===== config.mk =====
export PLATFORM = sky130hd
export DESIGN_NAME = md5_stream_hasher_top
export DESIGN_NICKNAME = d
export VERILOG_FILES = /design/src/rtl/md5sh_pkg.sv /design/src/rtl/md5sh_block_buf.sv /design/src/rtl/md5sh_round_unit.sv /design/src/rtl/md5_stream_hasher_top.sv
export SDC_FILE = /design/constraint.sdc
export NUM_CORES = 2
export LEC_CHECK = 0
export ABC_AREA = 1
export BUFFER_PORTS_ARGS = -buffer_cell sky130_fd_sc_hd__buf_2
export CORE_MARGIN = 2
export CORE_UTILIZATION = 27
export CTS_BUF_LIST = sky130_fd_sc_hd__clkbuf_16
export CTS_CLUSTER_DIAMETER = 50
export DETAILED_ROUTE_END_ITERATION = 8
export GPL_TIMING_DRIVEN = 1
export PLACE_DENSITY_LB_ADDON = 0.1
export SYNTH_ARGS = -nofsm -noshare
export SYNTH_HDL_FRONTEND = slang
export SYNTH_HIERARCHICAL = 1
export SYNTH_SLANG_ARGS = --single-unit

===== constraint.sdc =====
create_clock -name clock -period 5.85 [get_ports clock]
set_clock_uncertainty 0.15 [all_clocks]
set_input_delay 0.585 -clock clock [delete_from_list [all_inputs] [get_ports clock]]
set_output_delay 0.585 -clock clock [all_outputs]
set_load 0.02 [all_outputs]

===== src/rtl/md5sh_pkg.sv =====
`timescale 1ns / 1ps
// md5sh_pkg: shared types, constants and table functions for the MD5 hasher.
// No dependencies; imported by every module of the block.
package md5sh_pkg;

   localparam logic [31:0] IV_A = 32'h67452301;
   localparam logic [31:0] IV_B = 32'hefcdab89;
   localparam logic [31:0] IV_C = 32'h98badcfe;
   localparam logic [31:0] IV_D = 32'h10325476;

   localparam logic [7:0] PAD_MARK = 8'h80;
   localparam logic [5:0] LEN_POS  = 6'd56;
   localparam logic [5:0] LAST_POS = 6'd63;
   localparam logic [5:0] LAST_RND = 6'd63;

   typedef enum logic {
      OP_ABSORB = 1'b0,
      OP_FINISH = 1'b1
   } op_type;

   typedef enum logic [2:0] {
      ST_IDLE,
      ST_PAD,
      ST_PREF,
      ST_ROUND,
      ST_FEED,
      ST_OUT
   } state_type;

   // sequencer commands to the round unit
   typedef struct packed {
      logic load;    // copy chaining words into a..d
      logic step;    // one MD5 round
      logic feed;    // add a..d into chaining words
      logic reinit;  // back to initial values
   } rnd_ctrl_type;

   typedef logic [3:0][31:0] word_array_type;

   function automatic logic [31:0] md5_k(input logic [5:0] i);
      logic [31:0] k;
      unique case (i)
         6'd0:  k = 32'hd76aa478;  6'd1:  k = 32'he8c7b756;
         6'd2:  k = 32'h242070db;  6'd3:  k = 32'hc1bdceee;
         6'd4:  k = 32'hf57c0faf;  6'd5:  k = 32'h4787c62a;
         6'd6:  k = 32'ha8304613;  6'd7:  k = 32'hfd469501;
         6'd8:  k = 32'h698098d8;  6'd9:  k = 32'h8b44f7af;
         6'd10: k = 32'hffff5bb1;  6'd11: k = 32'h895cd7be;
         6'd12: k = 32'h6b901122;  6'd13: k = 32'hfd987193;
         6'd14: k = 32'ha679438e;  6'd15: k = 32'h49b40821;
         6'd16: k = 32'hf61e2562;  6'd17: k = 32'hc040b340;
         6'd18: k = 32'h265e5a51;  6'd19: k = 32'he9b6c7aa;
         6'd20: k = 32'hd62f105d;  6'd21: k = 32'h02441453;
         6'd22: k = 32'hd8a1e681;  6'd23: k = 32'he7d3fbc8;
         6'd24: k = 32'h21e1cde6;  6'd25: k = 32'hc33707d6;
         6'd26: k = 32'hf4d50d87;  6'd27: k = 32'h455a14ed;
         6'd28: k = 32'ha9e3e905;  6'd29: k = 32'hfcefa3f8;
         6'd30: k = 32'h676f02d9;  6'd31: k = 32'h8d2a4c8a;
         6'd32: k = 32'hfffa3942;  6'd33: k = 32'h8771f681;
         6'd34: k = 32'h6d9d6122;  6'd35: k = 32'hfde5380c;
         6'd36: k = 32'ha4beea44;  6'd37: k = 32'h4bdecfa9;
         6'd38: k = 32'hf6bb4b60;  6'd39: k = 32'hbebfbc70;
         6'd40: k = 32'h289b7ec6;  6'd41: k = 32'heaa127fa;
         6'd42: k = 32'hd4ef3085;  6'd43: k = 32'h04881d05;
         6'd44: k = 32'hd9d4d039;  6'd45: k = 32'he6db99e5;
         6'd46: k = 32'h1fa27cf8;  6'd47: k = 32'hc4ac5665;
         6'd48: k = 32'hf4292244;  6'd49: k = 32'h432aff97;
         6'd50: k = 32'hab9423a7;  6'd51: k = 32'hfc93a039;
         6'd52: k = 32'h655b59c3;  6'd53: k = 32'h8f0ccc92;
         6'd54: k = 32'hffeff47d;  6'd55: k = 32'h85845dd1;
         6'd56: k = 32'h6fa87e4f;  6'd57: k = 32'hfe2ce6e0;
         6'd58: k = 32'ha3014314;  6'd59: k = 32'h4e0811a1;
         6'd60: k = 32'hf7537e82;  6'd61: k = 32'hbd3af235;
         6'd62: k = 32'h2ad7d2bb;  6'd63: k = 32'heb86d391;
         default: k = 32'h0;
      endcase
      return k;
   endfunction

   // message word used by round i
   function automatic logic [3:0] md5_g(input logic [5:0] i);
      logic [3:0] lo;
      logic [3:0] g;
      lo = i[3:0];
      unique case (i[5:4])
         2'd0: g = lo;
         2'd1: g = (lo << 2) + lo + 4'd1;
         2'd2: g = (lo << 1) + lo + 4'd5;
         2'd3: g = (lo << 3) - lo;
         default: g = lo;
      endcase
      return g;
   endfunction

   function automatic logic [4:0] md5_rot(input logic [5:0] i);
      logic [4:0] s;
      unique case ({i[5:4], i[1:0]})
         4'd0:  s = 5'd7;   4'd1:  s = 5'd12;  4'd2:  s = 5'd17;  4'd3:  s = 5'd22;
         4'd4:  s = 5'd5;   4'd5:  s = 5'd9;   4'd6:  s = 5'd14;  4'd7:  s = 5'd20;
         4'd8:  s = 5'd4;   4'd9:  s = 5'd11;  4'd10: s = 5'd16;  4'd11: s = 5'd23;
         4'd12: s = 5'd6;   4'd13: s = 5'd10;  4'd14: s = 5'd15;  4'd15: s = 5'd21;
         default: s = 5'd7;
      endcase
      return s;
   endfunction

endpackage


===== src/rtl/md5sh_block_buf.sv =====
`timescale 1ns / 1ps
// md5sh_block_buf: 64-byte block buffer held as 16 little-endian words.
// Byte-lane writes; registered read returns w[g(i)] + K[i]. Uses md5sh_pkg.
module md5sh_block_buf
   import md5sh_pkg::*;
(
   input  logic        clock,
   input  logic        wr_en,
   input  logic [5:0]  wr_addr,
   input  logic [7:0]  wr_byte,
   input  logic [5:0]  rd_idx,
   output logic [31:0] kw
);

   logic [31:0] mem_ff [16];
   logic [31:0] kw_ff;

   always_ff @(posedge clock) begin
      if (wr_en) begin
         mem_ff[wr_addr[5:2]][{wr_addr[1:0], 3'b000} +: 8] <= wr_byte;
      end
   end

   // pre-add the round constant so the round path has one add less
   always_ff @(posedge clock) begin
      kw_ff <= mem_ff[md5_g(rd_idx)] + md5_k(rd_idx);
   end

   assign kw = kw_ff;

endmodule


===== src/rtl/md5sh_round_unit.sv =====
`timescale 1ns / 1ps
// md5sh_round_unit: working registers a..d, one MD5 round per step,
// and the four chaining words with feed-forward. Uses md5sh_pkg.
module md5sh_round_unit
   import md5sh_pkg::*;
(
   input  logic           clock,
   input  logic           reset,
   input  rnd_ctrl_type   ctrl,
   input  logic [5:0]     round_idx,
   input  logic [31:0]    kw,
   output word_array_type chain
);

   logic [31:0]    a_ff, b_ff, c_ff, d_ff;
   word_array_type chain_ff;
   logic [31:0]    f;
   logic [31:0]    sum;
   logic [63:0]    rot_wide;
   logic [31:0]    b_new;

   always_comb begin
      unique case (round_idx[5:4])
         2'd0: f = (b_ff & c_ff) | (~b_ff & d_ff);
         2'd1: f = (d_ff & b_ff) | (~d_ff & c_ff);
         2'd2: f = b_ff ^ c_ff ^ d_ff;
         2'd3: f = c_ff ^ (b_ff | ~d_ff);
         default: f = b_ff;
      endcase
      sum      = a_ff + f + kw;
      rot_wide = {sum, sum} << md5_rot(round_idx);
      b_new    = b_ff + rot_wide[63:32];
   end

   always_ff @(posedge clock) begin
      if (ctrl.load) begin
         a_ff <= chain_ff[0];
         b_ff <= chain_ff[1];
         c_ff <= chain_ff[2];
         d_ff <= chain_ff[3];
      end else if (ctrl.step) begin
         a_ff <= d_ff;
         b_ff <= b_new;
         c_ff <= b_ff;
         d_ff <= c_ff;
      end
   end

   always_ff @(posedge clock) begin
      if (reset || ctrl.reinit) begin
         chain_ff <= {IV_D, IV_C, IV_B, IV_A};
      end else if (ctrl.feed) begin
         chain_ff[0] <= chain_ff[0] + a_ff;
         chain_ff[1] <= chain_ff[1] + b_ff;
         chain_ff[2] <= chain_ff[2] + c_ff;
         chain_ff[3] <= chain_ff[3] + d_ff;
      end
   end

   assign chain = chain_ff;

endmodule


===== src/rtl/md5_stream_hasher_top.sv =====
`timescale 1ns / 1ps
// md5_stream_hasher_top: MD5 over a byte stream, sequencer and handshakes.
// Depends on md5sh_pkg, md5sh_block_buf and md5sh_round_unit.
//
// Input channel (req_): one beat per item. Operation absorb adds req_data_byte
// to the message; operation finish pads, compresses and returns the digest.
// Result channel (rsp_): four beats per finish, chaining words A, B, C, D
// (word_index 0..3, last_word on the fourth); read each word's bytes low first.
// Absorb beats are taken back to back while no compression runs. Every 64th
// byte triggers a compression: a prefetch state, 64 rounds on the single shared
// round unit and a feed-forward state. req_ready is low while it runs.
// Finish: the pad bytes are written one per cycle except during the one
// or two compressions, then the digest beats appear, one per cycle that the
// receiver takes them. A stalled receiver simply holds the current beat; no
// new item is taken until the fourth beat is accepted, after which the block
// is back at its initial values for the next message.
// Reset (synchronous, active high) loads the MD5 initial values and clears the
// byte count and bit length; the block is ready in the next cycle.
module md5_stream_hasher_top
   import md5sh_pkg::*;
(
   input  logic        clock,
   input  logic        reset,
   input  logic        req_valid,
   output logic        req_ready,
   input  logic        req_operation,
   input  logic [7:0]  req_data_byte,
   output logic        rsp_valid,
   input  logic        rsp_ready,
   output logic [31:0] rsp_digest_word,
   output logic [1:0]  rsp_word_index,
   output logic        rsp_last_word
);

   state_type      state_ff, state_in;
   logic [5:0]     fill_ff, fill_in;
   logic [63:0]    bits_ff, bits_in;
   logic [63:0]    snap_ff, snap_in;
   logic           pad_ff, pad_in;
   logic           len_ff, len_in;
   logic [5:0]     round_ff, round_in;
   logic [1:0]     idx_ff, idx_in;

   logic           wr_en;
   logic [7:0]     wr_byte;
   logic [5:0]     rd_idx;
   logic [31:0]    kw;
   rnd_ctrl_type   rctrl;
   word_array_type chain;

   always_ff @(posedge clock) begin
      if (reset) begin
         state_ff <= ST_IDLE;
         fill_ff  <= '0;
         bits_ff  <= '0;
         pad_ff   <= 1'b0;
         len_ff   <= 1'b0;
         round_ff <= '0;
         idx_ff   <= '0;
      end else begin
         state_ff <= state_in;
         fill_ff  <= fill_in;
         bits_ff  <= bits_in;
         pad_ff   <= pad_in;
         len_ff   <= len_in;
         round_ff <= round_in;
         idx_ff   <= idx_in;
      end
   end

   always_ff @(posedge clock) begin
      snap_ff <= snap_in;
   end

   always_comb begin
      state_in  = state_ff;
      fill_in   = fill_ff;
      bits_in   = bits_ff;
      snap_in   = snap_ff;
      pad_in    = pad_ff;
      len_in    = len_ff;
      round_in  = round_ff;
      idx_in    = idx_ff;
      wr_en     = 1'b0;
      wr_byte   = req_data_byte;
      rd_idx    = round_ff;
      rctrl     = '0;
      req_ready = 1'b0;
      rsp_valid = 1'b0;

      unique case (state_ff)
         ST_IDLE: begin
            req_ready = 1'b1;
            if (req_valid) begin
               wr_en   = 1'b1;
               fill_in = fill_ff + 6'd1;
               if (req_operation == OP_FINISH) begin
                  wr_byte = PAD_MARK;
                  snap_in = bits_ff;
                  pad_in  = 1'b1;
               end else begin
                  bits_in = bits_ff + 64'd8;
               end
               state_in = (fill_ff == LAST_POS) ? ST_PREF :
                          (req_operation == OP_FINISH) ? ST_PAD : ST_IDLE;
            end
         end
         ST_PAD: begin
            wr_en   = 1'b1;
            fill_in = fill_ff + 6'd1;
            // length bytes fill the last eight slots of the final block
            if (len_ff || fill_ff == LEN_POS) begin
               len_in  = 1'b1;
               wr_byte = snap_ff[{fill_ff[2:0], 3'b000} +: 8];
            end else begin
               wr_byte = '0;
            end
            if (fill_ff == LAST_POS) begin
               state_in = ST_PREF;
            end
         end
         ST_PREF: begin
            rctrl.load = 1'b1;
            state_in   = ST_ROUND;
         end
         ST_ROUND: begin
            rctrl.step = 1'b1;
            rd_idx     = round_ff + 6'd1;
            round_in   = round_ff + 6'd1;
            if (round_ff == LAST_RND) begin
               state_in = ST_FEED;
            end
         end
         ST_FEED: begin
            rctrl.feed = 1'b1;
            priority if (len_ff) begin
               state_in = ST_OUT;
            end else if (pad_ff) begin
               state_in = ST_PAD;
            end else begin
               state_in = ST_IDLE;
            end
         end
         ST_OUT: begin
            rsp_valid = 1'b1;
            if (rsp_ready) begin
               idx_in = idx_ff + 2'd1;
               if (idx_ff == 2'd3) begin
                  rctrl.reinit = 1'b1;
                  bits_in      = '0;
                  pad_in       = 1'b0;
                  len_in       = 1'b0;
                  state_in     = ST_IDLE;
               end
            end
         end
         default: state_in = ST_IDLE;
      endcase
   end

   md5sh_block_buf u_buf (
      .clock   (clock),
      .wr_en   (wr_en),
      .wr_addr (fill_ff),
      .wr_byte (wr_byte),
      .rd_idx  (rd_idx),
      .kw      (kw)
   );

   md5sh_round_unit u_round (
      .clock     (clock),
      .reset     (reset),
      .ctrl      (rctrl),
      .round_idx (round_ff),
      .kw        (kw),
      .chain     (chain)
   );

   assign rsp_digest_word = chain[idx_ff];
   assign rsp_word_index  = idx_ff;
   assign rsp_last_word   = (idx_ff == 2'd3);

   a_no_overlap: assert property (@(posedge clock) disable iff (reset)
      !(req_ready && rsp_valid))
      else $error("input and result channels active together");

   a_full_block_stalls: assert property (@(posedge clock) disable iff (reset)
      (req_valid && req_ready && fill_ff == LAST_POS) |=> !req_ready)
      else $error("full block did not start a compression");

   a_round_idle_zero: assert property (@(posedge clock) disable iff (reset)
      (state_ff != ST_ROUND) |-> (round_ff == 6'd0))
      else $error("round counter left nonzero outside rounds");

   a_digest_after_len: assert property (@(posedge clock) disable iff (reset)
      rsp_valid |-> (len_ff && fill_ff == 6'd0))
      else $error("digest shown before length block was compressed");

endmodule

==> results.py <==
metrics = {
    "outcome": {
        "status": "finished with violations",
        "failed_checks": "setup timing",
    },
    "logic_synthesis": {
        "seq_area_frac_synth_pct": 44.1,
        "synth_edf_count": 701,
        "synth_nets": 7840,
        "synth.avg_cell_area_um2": 7.79,
        "syn_inst": 7532,
        "synth_flop_cell": "edfxtp_1",
        "synth_cell_types": 60,
        "yosys-top-cells-area": "edfxtp_1, nand2_1, dfxtp_1",
        "yosysTopAreaCellShare_pct": 35.9,
        "ys_warn_count": 6,
        "synthTopCellsByCount": "nand2_1, nand3_1, nor2_1",
        "synth_area_mm2": 0.0586,
        "yosys_register_bits": 941,
        "yosys.area.top_type": "edfxtp_1",
        "synthArstFlopShare_pct": 0,
        "yosysMostFrequentCell": "nand2_1",
    },
    "global_routing": {
        "antenna_found_initial": 7,
        "grt.overflow.total": 0,
        "grt_start_max_net_pins": 164,
        "grt_pass1_wl_mm": 372,
        "met1_usage_pct": 32.0,
        "use_met2_pct": 35.9,
        "gr-usage-all-layers_pct": 22.7,
        "use_met3_pct": 3.21,
        "grt_pass1_vias": 53800,
        "grt_busiest_layer": "met2",
    },
    "route": {
        "wl_mm": 261,
        "ant_nets": 0,
        "first_pass_iters": 6,
        "vias_per_cell": 4.99,
        "route.detailed.drc": 0,
        "first_iter_violations": 5128,
        "wl_per_cell_um": 22.8,
        "via_count": 56900,
    },
    "critical_path": {
        "end_kind": "flop",
        "cpPeakStageDelay_ns": 0.55,
        "worstPathArrival_ns": 6.61,
        "crit_type": "reg -> reg",
        "path_max_fanout": 4,
        "start_kind": "flop",
        "r2r_cells": 37,
        "crit_slowest_cell": "fa_2",
        "critPathRequiredTime_ns": 6.23,
        "cp_common_cell": "nand2_2",
    },
    "clock_tree": {
        "clock_path_buffers": 3,
        "clock_latency_ns": 0.84,
        "htreeDepth": 4,
        "clkTransAtPathRegs_ns": 0.06,
        "cts_tree": "yes",
        "ctsRootBufferMaster": "clkbuf_16",
        "clkSinkCount": 941,
        "numCtsBuffers": 163,
    },
    "sta": {
        "setup_tns_ns": -5.36,
        "worst_slack_ns": -0.381,
        "worst_slew_pin_slew_ns": 1.31,
        "slew_headroom_pct": 11.8,
        "rsz0062_at_grt": "true",
        "finalSetupViolCount": 25,
        "slew_viol_final": 0,
        "finalCritPeriodShare_pct": 107,
        "hold_viol": 0,
        "min_period_ns": 6.23,
        "fin_hold_ws_ns": 0.0900,
        "max_freq_ghz": 0.160,
    },
    "die": {
        "die_h_um": 470,
        "ios": 50,
        "start_util_pct": 27.1,
        "rows": 171,
        "dieArea_mm2": 0.221,
        "core-area_mm2": 0.217,
        "die-width_um": 470,
    },
    "cells_and_area": {
        "areaGrowthSynthToFinish_pct": 32.4,
        "layout.nets": 8723,
        "finalNonFillerCells": 11400,
        "n_fill_cell": 22600,
        "layout-drive-gt1-share_pct": 22.0,
    },
    "min_path": {
        "worstHoldPathType": "in -> reg",
        "whs_path_depth": 3,
    },
    "placement": {
        "place_hpwl_mm": 193,
        "dp.cells": 11000,
        "io_buffers": 49,
        "place_congestion": 0.948,
    },
    "flow_run": {
        "drv_cap": 0,
    },
}
per-layer routing:
layer	up-vias	part of all wire, %	wire length, um
li1	27500	-	-
met1	27400	46	120000
met2	1732	45	117000
met3	339	5.9	15400
met4	0	3.1	8090
met5	-	0	0
worst max-delay path: cells and delay by family (launching register included):
family          cells  cell delay, ns
buf+inv             7            1.01
simple gates       17            1.56
xor+xnor            1            0.23
fa+ha+maj           4            1.27
flops               1            0.47
compound gates      8            1.22
worst paths after layout:
| check | from | to | slack (ns) |
|---|---|---|---|
| hold reg to reg | bits_ff[20]$_SDFFE_PP0P_ | snap_ff[20]$_DFFE_PP_ | 0.34 |
| setup reg to reg | u_round/c_ff[12]$_DFFE_PP_ | u_round/b_ff[20]$_DFFE_PP_ | -0.38 |
| setup / recovery | u_round/c_ff[12]$_DFFE_PP_ | u_round/b_ff[20]$_DFFE_PP_ | -0.38 |
| hold / removal | req_valid | fill_ff[0]$_SDFFE_PP0P_ | 0.09 |
registers in the layout, indices dropped and copies added (netlist names), 32 cells and up:
| name | count |
|---|---|
| u_buf/kw | 32 |
| bits_ff | 61 |
| u_round/chain | 128 |
| u_buf/mem_ff | 512 |
| snap_ff | 61 |
| u_round/c_ff | 32 |
| u_round/b_ff | 32 |
| u_round/d_ff | 32 |
| u_round/a_ff | 32 |
cell type report:
type / instances / area [um^2] / share of cell area [%]
clock inverter: 138 / 1370 / 1.76
clock buffer: 165 / 4130 / 5.32
multi-input combinational: 5574 / 31800 / 40.9
sequential: 941 / 25900 / 33.3
tap: 2854 / 3570 / 4.60
antenna: 4 / 10.0 / 0.0129
inverter: 729 / 2750 / 3.54
timing repair buffer: 1006 / 8170 / 10.5
timing repair:
item / 4_1_cts / 5_1_grt
setup endpoints to repair: 30 / 49
pin swaps: 98 / 222
resized for setup: 312 / 379
endpoints found under the hold margin: 4 / 0
gates cloned: 1 / 4
hold buffers: 2 / 0
buffers inserted: 77 / 67
cells by family after synthesis:
group	count (synthesis)	share of synthesized area, %
multiplexers	1	0.0171
XOR/XNOR	125	1.87
buffers and inverters	1019	7.00
AO/OA/AOI/OAI	1456	13.8
adder cells (fa/ha/maj)	295	6.79
AND/OR/NAND/NOR	3695	26.4
flip-flops	941	44.1
cells in the final DEF, fill, tap and decap left out, drive strengths merged, types with 31 or more instances in the layout:
cell type	count
inv	773
clkinv	67
nand4	43
ha	256
or2	50
nor3	57
o221ai	31
o21ai	624
dfxtp	240
xor2	84
o211ai	58
o22ai	50
nor2	776
clkbuf	167
xnor2	41
edfxtp	701
buf	1002
a21oi	518
nand2	1873
nand3	864
fa	39
stage by stage:
stage | setup slack (ns) | util, % | area, um^2
3_5_place_dp | -1.12 | 31.4 | 68000
4_1_cts | -0.433 | 34.9 | 75600
2_1_floorplan | 0.00968 | - | 58600
3_3_place_gp | -1.14 | 31.4 | 68000
5_1_grt | -0.641 | 35.8 | 77600
6_report | -0.381 | 35.8 | 77600
Power is left out: the tool's default activity adds up to more than one toggle a clock period on the data nets, which glitch-free logic cannot reach.
